<file path="src/rtl/vdn_pkg.sv">
`timescale 1ns / 1ps
// shared types, constants and codes of the vector distance, norm and dot unit
package vdn_pkg;

    localparam int ELEM_WIDTH = 16;
    localparam int FRAC_BITS  = 8;
    localparam int SUM_WIDTH  = 48;
    localparam int OUT_WIDTH  = 48;
    localparam int MODE_WIDTH = 3;

    // one sign bit more for the difference, one more again for the unsigned magnitudes
    localparam int DIFF_WIDTH = ELEM_WIDTH + 1;
    localparam int OPND_WIDTH = ELEM_WIDTH + 2;
    localparam int TERM_WIDTH = 2 * OPND_WIDTH;

    // root takes one result bit per iteration
    localparam int ROOT_STEPS = (SUM_WIDTH + 1) / 2;
    localparam int STEP_WIDTH = $clog2(ROOT_STEPS + 1);

    localparam logic [SUM_WIDTH-1:0] SUM_MAX  = {1'b0, {(SUM_WIDTH - 1){1'b1}}};
    localparam logic [SUM_WIDTH-1:0] SUM_MIN  = {1'b1, {(SUM_WIDTH - 1){1'b0}}};
    localparam logic [SUM_WIDTH-1:0] ONE_INIT = SUM_WIDTH'(1) << (2 * (ROOT_STEPS - 1));

    localparam logic [MODE_WIDTH-1:0] MODE_L1_DIST = 3'd0;
    localparam logic [MODE_WIDTH-1:0] MODE_L2_DIST = 3'd1;
    localparam logic [MODE_WIDTH-1:0] MODE_L1_NORM = 3'd2;
    localparam logic [MODE_WIDTH-1:0] MODE_L2_NORM = 3'd3;
    localparam logic [MODE_WIDTH-1:0] MODE_DOT     = 3'd4;

    typedef struct packed {
        logic signed [ELEM_WIDTH-1:0] x_element;
        logic signed [ELEM_WIDTH-1:0] y_element;
        logic                         last_element;
    } vdn_in_t;

    typedef struct packed {
        logic signed [OUT_WIDTH-1:0] metric_value;
        logic                        saturated;
    } vdn_out_t;

    typedef enum logic [1:0] {
        VDN_RUN,
        VDN_ROOT,
        VDN_EMIT
    } vdn_state_t;

    // controller to datapath
    typedef struct packed {
        logic take;
        logic root_step;
        logic emit;
    } vdn_cmd_t;

    // datapath to controller
    typedef struct packed {
        logic finalize;
        logic root_mode;
        logic root_last;
        logic out_free;
    } vdn_status_t;

endpackage

</file>
<file path="src/rtl/vdn_ctrl.sv">
`timescale 1ns / 1ps
// controller state machine of the vector distance, norm and dot unit
module vdn_ctrl (
    input  logic                clk,
    input  logic                rst_n,
    input  vdn_pkg::vdn_status_t status,
    output vdn_pkg::vdn_cmd_t    cmd
);

    vdn_pkg::vdn_state_t state_reg;
    vdn_pkg::vdn_state_t state_next;

    always_ff @(posedge clk or negedge rst_n)
    begin
        if (!rst_n)
        begin
            state_reg <= vdn_pkg::VDN_RUN;
        end
        else
        begin
            state_reg <= state_next;
        end
    end

    always_comb
    begin
        state_next = state_reg;
        unique case (state_reg)
            vdn_pkg::VDN_RUN:
            begin
                if (status.finalize)
                begin
                    state_next = status.root_mode ? vdn_pkg::VDN_ROOT : vdn_pkg::VDN_EMIT;
                end
            end
            vdn_pkg::VDN_ROOT:
            begin
                if (status.root_last)
                begin
                    state_next = vdn_pkg::VDN_EMIT;
                end
            end
            vdn_pkg::VDN_EMIT:
            begin
                if (status.out_free)
                begin
                    state_next = vdn_pkg::VDN_RUN;
                end
            end
            default:
            begin
                state_next = vdn_pkg::VDN_RUN;
            end
        endcase
    end

    always_comb
    begin
        cmd = '0;
        unique case (state_reg)
            vdn_pkg::VDN_RUN:
            begin
                // hold input while the last term of a vector is being summed
                cmd.take = !status.finalize;
            end
            vdn_pkg::VDN_ROOT:
            begin
                cmd.root_step = 1'b1;
            end
            vdn_pkg::VDN_EMIT:
            begin
                cmd.emit = status.out_free;
            end
            default:
            begin
                cmd = '0;
            end
        endcase
    end

endmodule

</file>
<file path="src/rtl/vdn_datapath.sv">
`timescale 1ns / 1ps
// term, saturating accumulator, bit-serial root and output register
module vdn_datapath (
    input  logic                                clk,
    input  logic                                rst_n,
    input  logic                                cfg_write,
    input  logic [vdn_pkg::MODE_WIDTH-1:0]      cfg_data,
    input  logic                                in_valid,
    input  vdn_pkg::vdn_in_t                    in_item,
    output logic                                out_valid,
    input  logic                                out_stall,
    output vdn_pkg::vdn_out_t                   out_item,
    input  vdn_pkg::vdn_cmd_t                   cmd,
    output vdn_pkg::vdn_status_t                status
);

    logic [vdn_pkg::MODE_WIDTH-1:0]          mode_reg;

    logic                                    term_valid_reg;
    logic signed [vdn_pkg::TERM_WIDTH-1:0]   term_reg;
    logic signed [vdn_pkg::TERM_WIDTH-1:0]   term_next;
    logic                                    term_last_reg;
    logic                                    term_root_reg;

    logic signed [vdn_pkg::SUM_WIDTH-1:0]    sum_reg;
    logic                                    clip_reg;

    logic [vdn_pkg::SUM_WIDTH-1:0]           rem_reg;
    logic [vdn_pkg::SUM_WIDTH-1:0]           part_reg;
    logic [vdn_pkg::SUM_WIDTH-1:0]           one_reg;
    logic [vdn_pkg::STEP_WIDTH-1:0]          step_reg;
    logic                                    root_sel_reg;
    logic                                    hold_clip_reg;

    logic                                    out_valid_reg;
    logic signed [vdn_pkg::OUT_WIDTH-1:0]    out_value_reg;
    logic                                    out_sat_reg;

    logic                                    in_fire;
    logic                                    out_fire;
    logic                                    finalize;

    logic signed [vdn_pkg::DIFF_WIDTH-1:0]   diff;
    logic signed [vdn_pkg::DIFF_WIDTH-1:0]   x_ext;
    logic [vdn_pkg::DIFF_WIDTH-1:0]          abs_diff;
    logic [vdn_pkg::DIFF_WIDTH-1:0]          abs_x;
    logic signed [vdn_pkg::OPND_WIDTH-1:0]   op_a;
    logic signed [vdn_pkg::OPND_WIDTH-1:0]   op_b;
    logic signed [vdn_pkg::TERM_WIDTH-1:0]   product;

    logic signed [vdn_pkg::SUM_WIDTH:0]      sum_ext;
    logic                                    ovf;
    logic [vdn_pkg::SUM_WIDTH-1:0]           sat_sum;
    logic [vdn_pkg::SUM_WIDTH:0]             trial;

    assign in_fire  = in_valid && cmd.take;
    assign out_fire = out_valid_reg && !out_stall;
    assign finalize = term_valid_reg && term_last_reg;

    // term of the element pair, one multiplier shared by the squared modes and the dot
    always_comb
    begin
        x_ext    = vdn_pkg::DIFF_WIDTH'(in_item.x_element);
        diff     = x_ext - vdn_pkg::DIFF_WIDTH'(in_item.y_element);
        abs_diff = diff[vdn_pkg::DIFF_WIDTH-1] ? vdn_pkg::DIFF_WIDTH'(-diff)
                                               : vdn_pkg::DIFF_WIDTH'(diff);
        abs_x    = x_ext[vdn_pkg::DIFF_WIDTH-1] ? vdn_pkg::DIFF_WIDTH'(-x_ext)
                                                : vdn_pkg::DIFF_WIDTH'(x_ext);
        op_a     = vdn_pkg::OPND_WIDTH'(in_item.x_element);
        op_b     = vdn_pkg::OPND_WIDTH'(in_item.y_element);
        if (mode_reg == vdn_pkg::MODE_L2_DIST)
        begin
            op_a = signed'({1'b0, abs_diff});
            op_b = signed'({1'b0, abs_diff});
        end
        else if (mode_reg == vdn_pkg::MODE_L2_NORM)
        begin
            op_a = signed'({1'b0, abs_x});
            op_b = signed'({1'b0, abs_x});
        end
        product = vdn_pkg::TERM_WIDTH'(op_a) * vdn_pkg::TERM_WIDTH'(op_b);

        unique case (mode_reg)
            vdn_pkg::MODE_L1_DIST: term_next = signed'(vdn_pkg::TERM_WIDTH'(abs_diff));
            vdn_pkg::MODE_L1_NORM: term_next = signed'(vdn_pkg::TERM_WIDTH'(abs_x));
            vdn_pkg::MODE_L2_DIST,
            vdn_pkg::MODE_L2_NORM,
            vdn_pkg::MODE_DOT:     term_next = product;
            default:               term_next = '0;
        endcase
    end

    // saturating add, overflow when the two top bits of the wide sum differ
    always_comb
    begin
        sum_ext = (vdn_pkg::SUM_WIDTH + 1)'(sum_reg) + (vdn_pkg::SUM_WIDTH + 1)'(term_reg);
        ovf     = sum_ext[vdn_pkg::SUM_WIDTH] != sum_ext[vdn_pkg::SUM_WIDTH-1];
        if (ovf)
        begin
            sat_sum = sum_ext[vdn_pkg::SUM_WIDTH] ? vdn_pkg::SUM_MIN : vdn_pkg::SUM_MAX;
        end
        else
        begin
            sat_sum = sum_ext[vdn_pkg::SUM_WIDTH-1:0];
        end
        trial = {1'b0, part_reg} + {1'b0, one_reg};
    end

    always_ff @(posedge clk or negedge rst_n)
    begin
        if (!rst_n)
        begin
            mode_reg       <= vdn_pkg::MODE_L1_DIST;
            term_valid_reg <= 1'b0;
            sum_reg        <= '0;
            clip_reg       <= 1'b0;
            out_valid_reg  <= 1'b0;
        end
        else
        begin
            if (cfg_write)
            begin
                mode_reg <= cfg_data;
            end
            term_valid_reg <= in_fire;
            if (term_valid_reg)
            begin
                if (term_last_reg)
                begin
                    sum_reg  <= '0;
                    clip_reg <= 1'b0;
                end
                else
                begin
                    sum_reg  <= signed'(sat_sum);
                    clip_reg <= clip_reg | ovf;
                end
            end
            if (cmd.emit)
            begin
                out_valid_reg <= 1'b1;
            end
            else if (out_fire)
            begin
                out_valid_reg <= 1'b0;
            end
        end
    end

    always_ff @(posedge clk)
    begin
        if (in_fire)
        begin
            term_reg      <= term_next;
            term_last_reg <= in_item.last_element;
            term_root_reg <= (mode_reg == vdn_pkg::MODE_L2_DIST)
                          || (mode_reg == vdn_pkg::MODE_L2_NORM);
        end

        if (finalize)
        begin
            // root of a negative sum is taken of zero
            rem_reg       <= (term_root_reg && sat_sum[vdn_pkg::SUM_WIDTH-1]) ? '0 : sat_sum;
            part_reg      <= '0;
            one_reg       <= vdn_pkg::ONE_INIT;
            step_reg      <= vdn_pkg::STEP_WIDTH'(vdn_pkg::ROOT_STEPS);
            root_sel_reg  <= term_root_reg;
            hold_clip_reg <= clip_reg | ovf;
        end
        else if (cmd.root_step)
        begin
            if ({1'b0, rem_reg} >= trial)
            begin
                rem_reg  <= rem_reg - trial[vdn_pkg::SUM_WIDTH-1:0];
                part_reg <= (part_reg >> 1) + one_reg;
            end
            else
            begin
                part_reg <= part_reg >> 1;
            end
            one_reg  <= one_reg >> 2;
            step_reg <= step_reg - vdn_pkg::STEP_WIDTH'(1);
        end

        if (cmd.emit)
        begin
            out_value_reg <= root_sel_reg ? vdn_pkg::OUT_WIDTH'(signed'(part_reg))
                                          : vdn_pkg::OUT_WIDTH'(signed'(rem_reg));
            out_sat_reg   <= hold_clip_reg;
        end
    end

    assign status.finalize  = finalize;
    assign status.root_mode = term_root_reg;
    assign status.root_last = step_reg == vdn_pkg::STEP_WIDTH'(1);
    assign status.out_free  = !out_valid_reg || !out_stall;

    assign out_valid             = out_valid_reg;
    assign out_item.metric_value = out_value_reg;
    assign out_item.saturated    = out_sat_reg;

endmodule

</file>
<file path="src/rtl/vector_distance_norm_dot_unit.sv">
`timescale 1ns / 1ps
// top level of the vector distance, norm and dot unit
//
//  channel  | handshake             | payload
//  ---------+-----------------------+-------------------------------------------
//  input    | in_valid / in_stall   | in_item: x_element, y_element, last_element
//  output   | out_valid / out_stall | out_item: metric_value, saturated
//  config   | cfg_write             | cfg_data: metric_mode
//
// within a vector one element pair transfers per cycle: a term register (one
//   multiplier) feeds a saturating accumulator one stage later
// the last pair closes the vector: input holds while the vector closes and the result loads,
//   and in l2 modes also while the bit-serial root yields one bit per cycle
// the result waits in the output register; while it is stalled the next vector's
//   result cannot load, and input holds only once that next vector closes too
// reset clears the sum, the clip flag, the output valid and sets mode to l1 distance
module vector_distance_norm_dot_unit (
    input  logic                           clk,
    input  logic                           rst_n,
    input  logic                           cfg_write,
    input  logic [vdn_pkg::MODE_WIDTH-1:0] cfg_data,
    input  logic                           in_valid,
    output logic                           in_stall,
    input  vdn_pkg::vdn_in_t               in_item,
    output logic                           out_valid,
    input  logic                           out_stall,
    output vdn_pkg::vdn_out_t              out_item
);

    vdn_pkg::vdn_cmd_t    cmd;
    vdn_pkg::vdn_status_t status;

    // controller sequences the vector close, root iterations and result load
    vdn_ctrl u_ctrl (
        .clk    (clk),
        .rst_n  (rst_n),
        .status (status),
        .cmd    (cmd)
    );

    // datapath holds mode, term stage, accumulator, root unit and output register
    vdn_datapath u_datapath (
        .clk       (clk),
        .rst_n     (rst_n),
        .cfg_write (cfg_write),
        .cfg_data  (cfg_data),
        .in_valid  (in_valid),
        .in_item   (in_item),
        .out_valid (out_valid),
        .out_stall (out_stall),
        .out_item  (out_item),
        .cmd       (cmd),
        .status    (status)
    );

    // input transfers only in the accumulate phase
    assign in_stall = !cmd.take;

    // no element pair transfers while the root unit iterates
    a_no_take_in_root: assert property (@(posedge clk) disable iff (!rst_n)
        cmd.root_step |-> in_stall)
        else $error("input transfer during root iterations");

    // a result load always shows up as a valid output next cycle
    a_emit_shows: assert property (@(posedge clk) disable iff (!rst_n)
        cmd.emit |=> out_valid)
        else $error("result load lost");

    // output valid rises only after a result load
    a_valid_from_emit: assert property (@(posedge clk) disable iff (!rst_n)
        $rose(out_valid) |-> $past(cmd.emit))
        else $error("output valid without result load");

    // a vector closes only in the accumulate phase, never during root iterations or a result load
    a_close_in_run: assert property (@(posedge clk) disable iff (!rst_n)
        status.finalize |-> !cmd.root_step && !cmd.emit)
        else $error("vector closed outside accumulate phase");

endmodule
</file>
<file path="config.mk">
export PLATFORM = sky130hd
export DESIGN_NAME = vector_distance_norm_dot_unit
export DESIGN_NICKNAME = d
export VERILOG_FILES = /design/src/rtl/vdn_pkg.sv /design/src/rtl/vdn_ctrl.sv /design/src/rtl/vdn_datapath.sv /design/src/rtl/vector_distance_norm_dot_unit.sv
export SDC_FILE = /design/constraint.sdc
export NUM_CORES = 2
export LEC_CHECK = 0
export ABC_AREA = 1
export BUFFER_PORTS_ARGS = -buffer_cell sky130_fd_sc_hd__buf_2
export CORE_ASPECT_RATIO = 1.25
export CORE_MARGIN = 5
export CORE_UTILIZATION = 60
export DETAILED_ROUTE_END_ITERATION = 8
export PLACE_DENSITY = 0.78
export SETUP_SLACK_MARGIN = 0.1
export SYNTH_ARGS = -nofsm -noshare
export SYNTH_HDL_FRONTEND = slang
export SYNTH_HIERARCHICAL = 1
export SYNTH_SLANG_ARGS = --single-unit
export TNS_END_PERCENT = 20
</file>
<file path="constraint.sdc">
create_clock -name clk -period 12.47 [get_ports clk]
set_clock_uncertainty 0.1 [all_clocks]
set_input_delay 0 -clock clk [delete_from_list [all_inputs] [get_ports clk]]
set_output_delay 0 -clock clk [all_outputs]
set_load 0.02 [all_outputs]
</file>
==> flow_summary.html <==
<table>
<tr><th>Metric</th><th>Value</th></tr>
<tr><th colspan="2">CTS</th></tr>
<tr><td>Clock slew at the register clock pins of the worst setup and hold paths</td><td>0.07 ns</td></tr>
<tr><td>Clock tree from TritonCTS</td><td>built</td></tr>
<tr><td>H-tree Lvls</td><td>1</td></tr>
<tr><td>Number of buffers on the longest clock path</td><td>3</td></tr>
<tr><td>Resized Gates After CTS</td><td>0</td></tr>
<tr><td>Insertion delay of the later-clocked pin in the worst-skew pair</td><td>0.60 ns</td></tr>
<tr><td>Num CTS Buffers</td><td>30</td></tr>
<tr><td>Sink Count</td><td>270</td></tr>
<tr><td>CTS root buf</td><td>sky130_fd_sc_hd__clkbuf_16</td></tr>
<tr><th colspan="2">Flow run</th></tr>
<tr><td>Maximum Capacitance Violations</td><td>0</td></tr>
<tr><th colspan="2">GRT</th></tr>
<tr><td>Global-route wire length before repair</td><td>204.9 mm</td></tr>
<tr><td>Antenna violations before repair</td><td>2</td></tr>
<tr><td>Overall Global Routing Usage</td><td>39.50%</td></tr>
<tr><td>Maximum number of pins on one net before global-route repair</td><td>90</td></tr>
<tr><td>Via count of the first global-routing pass</td><td>37360</td></tr>
<tr><td>Global route overflow</td><td>0</td></tr>
<tr><th colspan="2">Logic synthesis</th></tr>
<tr><td>Library cells used by synthesis</td><td>58</td></tr>
<tr><td>Top-count cell post-synth</td><td>sky130_fd_sc_hd__nand2_1</td></tr>
<tr><td>List of most frequent post-synthesis cells</td><td>sky130_fd_sc_hd__nand2_1, sky130_fd_sc_hd__inv_1, sky130_fd_sc_hd__nor2_1</td></tr>
<tr><td>Top cells by area in the synthesized netlist</td><td>sky130_fd_sc_hd__fa_1, sky130_fd_sc_hd__nand2_1, sky130_fd_sc_hd__edfxtp_1</td></tr>
<tr><td>Share of Yosys cell area claimed by the top area cell type</td><td>17.89%</td></tr>
<tr><td>Net count after synthesis</td><td>5924</td></tr>
<tr><td>Ys Warns</td><td>6</td></tr>
<tr><td>Share of synthesized registers carrying an async set or reset</td><td>20.74%</td></tr>
<tr><td>Cell area after technology mapping</td><td>37160 um2</td></tr>
<tr><td>#FFs+latches synth</td><td>270</td></tr>
<tr><td>Biggest area consumer among synthesized cells</td><td>sky130_fd_sc_hd__fa_1</td></tr>
<tr><td>Synthesized area per cell</td><td>7.023 um2</td></tr>
<tr><td>Post-Synthesis Cells</td><td>5291</td></tr>
<tr><td>Ys flop type</td><td>sky130_fd_sc_hd__edfxtp_1</td></tr>
<tr><td>Register area share after synthesis</td><td>18.99%</td></tr>
<tr><td>EDFF count, synth</td><td>137</td></tr>
<tr><th colspan="2">Timing</th></tr>
<tr><td>Worst slew margin relative to its limit</td><td>21.00%</td></tr>
<tr><td>Unrepaired setup endpoints after global routing</td><td>no</td></tr>
<tr><td>Least-Margin Pin Slew</td><td>1.181 ns</td></tr>
<tr><td>FMAX</td><td>108.5 MHz</td></tr>
<tr><td>Final hold violation count</td><td>0</td></tr>
<tr><td>Worst hold margin</td><td>0.02165 ns</td></tr>
<tr><td>Setup_tns</td><td>0 ns</td></tr>
<tr><td>Number of setup violations in the final report</td><td>0</td></tr>
<tr><td>Share of the clock period used by the worst path after layout</td><td>73.92%</td></tr>
<tr><td>Time the worst path needs with I/O delays and setup</td><td>9.218 ns</td></tr>
<tr><td>Final slew viol count</td><td>0</td></tr>
<tr><th colspan="2">Worst setup path</th></tr>
<tr><td>CP Data Required Time</td><td>12.71 ns</td></tr>
<tr><td>Worst flop-to-flop path startpoint</td><td>u_datapath/mode_reg[2]$_DFFE_PN0P_</td></tr>
<tr><td>Crit-path slowest cell</td><td>sky130_fd_sc_hd__fa_1</td></tr>
<tr><td>Kind of end point of the critical path</td><td>flip-flop</td></tr>
<tr><td>Count of cells along the worst register-to-register path</td><td>29</td></tr>
<tr><td>Flop-to-flop setup slack</td><td>3.34 ns</td></tr>
<tr><td>Type of the worst setup path</td><td>input pin to flip-flop</td></tr>
<tr><td>Crit-path max FO</td><td>20</td></tr>
<tr><td>Crit path launch type</td><td>input pin</td></tr>
<tr><td>Most frequent CP cell</td><td>sky130_fd_sc_hd__nand2_1</td></tr>
<tr><td>Data arrival at the endpoint of the critical path</td><td>9.46 ns</td></tr>
<tr><td>Stage delay of the slowest cell on the critical path</td><td>0.91 ns</td></tr>
<tr><td>Reg2Reg Capture Point</td><td>u_datapath/term_reg[34]$_DFFE_PP_</td></tr>
<tr><td>Worst Path Buf+Inv</td><td>8</td></tr>
<tr><td>Family with the most delay on the worst path</td><td>adder cells</td></tr>
<tr><th colspan="2">Floorplanning</th></tr>
<tr><td>Die Footprint</td><td>67040 um2</td></tr>
<tr><td>Die Height</td><td>288.2 um</td></tr>
<tr><td>Core region area</td><td>61640 um2</td></tr>
<tr><td>Starting density of the core</td><td>60.28%</td></tr>
<tr><td>FP Rows</td><td>102</td></tr>
<tr><td>Horizontal die dimension</td><td>232.6 um</td></tr>
<tr><td>Number of top-level pins</td><td>92</td></tr>
<tr><th colspan="2">Place</th></tr>
<tr><td>Quantity of I/O buffers inserted on ports</td><td>91</td></tr>
<tr><td>Estimated wirelength of the detail-placed design</td><td>109.5 mm</td></tr>
<tr><td>GPL Wtd Cong</td><td>1.051</td></tr>
<tr><td>Number of placed instances, taps included</td><td>6107</td></tr>
<tr><th colspan="2">Layout</th></tr>
<tr><td>Proportion of layout cells with a drive suffix above 1</td><td>6.072%</td></tr>
<tr><td>Number of standard cells in the final layout excluding fillers</td><td>6184</td></tr>
<tr><td>Synth-to-layout area growth</td><td>6.182%</td></tr>
<tr><td>Nets</td><td>5961</td></tr>
<tr><td>Antenna diode count</td><td>0</td></tr>
<tr><th colspan="2">Detailed routing</th></tr>
<tr><td>Wire length reported by the detailed router</td><td>134.1 mm</td></tr>
<tr><td>DRC violation count after routing</td><td>0</td></tr>
<tr><td>Violation count after the first detailed-routing iteration</td><td>3280</td></tr>
<tr><td>Final ANT Viol Nets</td><td>0</td></tr>
<tr><td>Detailed-routed wire length on met2</td><td>67.25 mm</td></tr>
<tr><td>Count of vias placed by the detailed router</td><td>36480</td></tr>
<tr><td>Metal1 wirelength</td><td>44.93 mm</td></tr>
<tr><td>Drt pass-1 iters</td><td>8</td></tr>
<tr><td>Top layer reached by signal wires</td><td>met5</td></tr>
<tr><td>Post-DR wirelength/cell</td><td>21.68 um</td></tr>
<tr><td>Routed wire length on met3</td><td>8.006 mm</td></tr>
<tr><td>Post-detailed-route via-to-cell ratio</td><td>5.898</td></tr>
<tr><th colspan="2">Run status</th></tr>
<tr><td>Run status</td><td>complete, no violations</td></tr>
<tr><th colspan="2">Min path</th></tr>
<tr><td>Worst min-delay path category</td><td>input pin to async pin</td></tr>
</table>
==> routing by layer <==
metal	global-route usage [%]	vias up
met3	4.100	626
met2	71.75	1800
li1	-	16970
met5	0	-
met4	32.31	4
met1	41.00	17080
==> worst register-to-register path: cells and delay by family, from the launching register on <==
kind	cells	cell delay, ns
adder cells (fa/ha/maj)	7	3.93
AND/OR/NAND/NOR	13	2.73
buffers and inverters	6	1.07
AO/OA/AOI/OAI	3	0.58
flip-flops	1	0.44
==> layout by cell type, fill, tap and decap left out, types with 36 or more instances in the layout <==
cell	count
sky130_fd_sc_hd__ha_1	260
sky130_fd_sc_hd__xnor2_1	68
sky130_fd_sc_hd__nor2_1	561
sky130_fd_sc_hd__edfxtp_1	137
sky130_fd_sc_hd__xor2_1	92
sky130_fd_sc_hd__o21ai_0	341
sky130_fd_sc_hd__nand2_1	1181
sky130_fd_sc_hd__nor3_1	36
sky130_fd_sc_hd__buf_2	91
sky130_fd_sc_hd__inv_1	918
sky130_fd_sc_hd__dfrtp_1	56
sky130_fd_sc_hd__dfxtp_1	77
sky130_fd_sc_hd__nand3_1	259
sky130_fd_sc_hd__fa_1	332
sky130_fd_sc_hd__a21oi_1	416
sky130_fd_sc_hd__nand4_1	78
==> area by class of cell <==
cell class | count | area [um2]
Tap cell | 832 | 1041
Multi-Input combinational cell | 3934 | 25850
Sequential cell | 270 | 7057
Timing Repair Buffer | 142 | 890.9
Clock inverter | 23 | 262.8
Fill cell | 5673 | 22190
Inverter | 950 | 3566
Clock buffer | 33 | 793.3
==> worst max-delay path by stage <==
stage / start / end / slack (ns) / depth (start not counted)
final: in_item[17] / u_datapath/term_reg[34]$_DFFE_PP_ / 3.25 / 38
after floorplan: in_item[17] / u_datapath/term_reg[24]$_DFFE_PP_ / 5.17 / 38
after global placement: in_item[17] / u_datapath/term_reg[31]$_DFFE_PP_ / 3.46 / 39
after CTS: in_item[17] / u_datapath/term_reg[31]$_DFFE_PP_ / 3.44 / 40
after global routing: in_item[17] / u_datapath/term_reg[34]$_DFFE_PP_ / 2.65 / 38
after detailed placement: in_item[17] / u_datapath/term_reg[34]$_DFFE_PP_ / 3.38 / 37
==> per-stage QoR <==
stage | worst slack [ns] | area, um2 | util [%]
floorplan | 5.174 | 37160 | -
global placement | 3.462 | 38190 | 61.96
detailed placement | 3.382 | 38190 | 61.96
CTS | 3.444 | 39460 | 64.01
global route | 2.655 | 39460 | 64.01
finish | 3.252 | 39460 | 64.01
==> repair_timing <==
action / CTS / global route
buffers inserted: 0 / 0
hold endpoints to repair: 76 / 0
hold buffers: 21 / 0
==> cell families (layout without fill, tap and decap cells) <==
kind of cell / Yosys count / after routing / share of synthesized area, %
AOI/OAI and AO/OA: 920 / 920 / 13.34
buffers and inverters: 1087 / 1148 / 11.49
xor gates and xnor gates: 161 / 161 / 3.815
adders and majority gates: 592 / 592 / 26.64
and+or+nand+nor: 2254 / 2254 / 25.51
muxes: 7 / 7 / 0.2121
DFF: 270 / 270 / 18.99
Power is left out: the tool's default activity adds up to more than one toggle a clock period on the data nets, which glitch-free logic cannot reach.
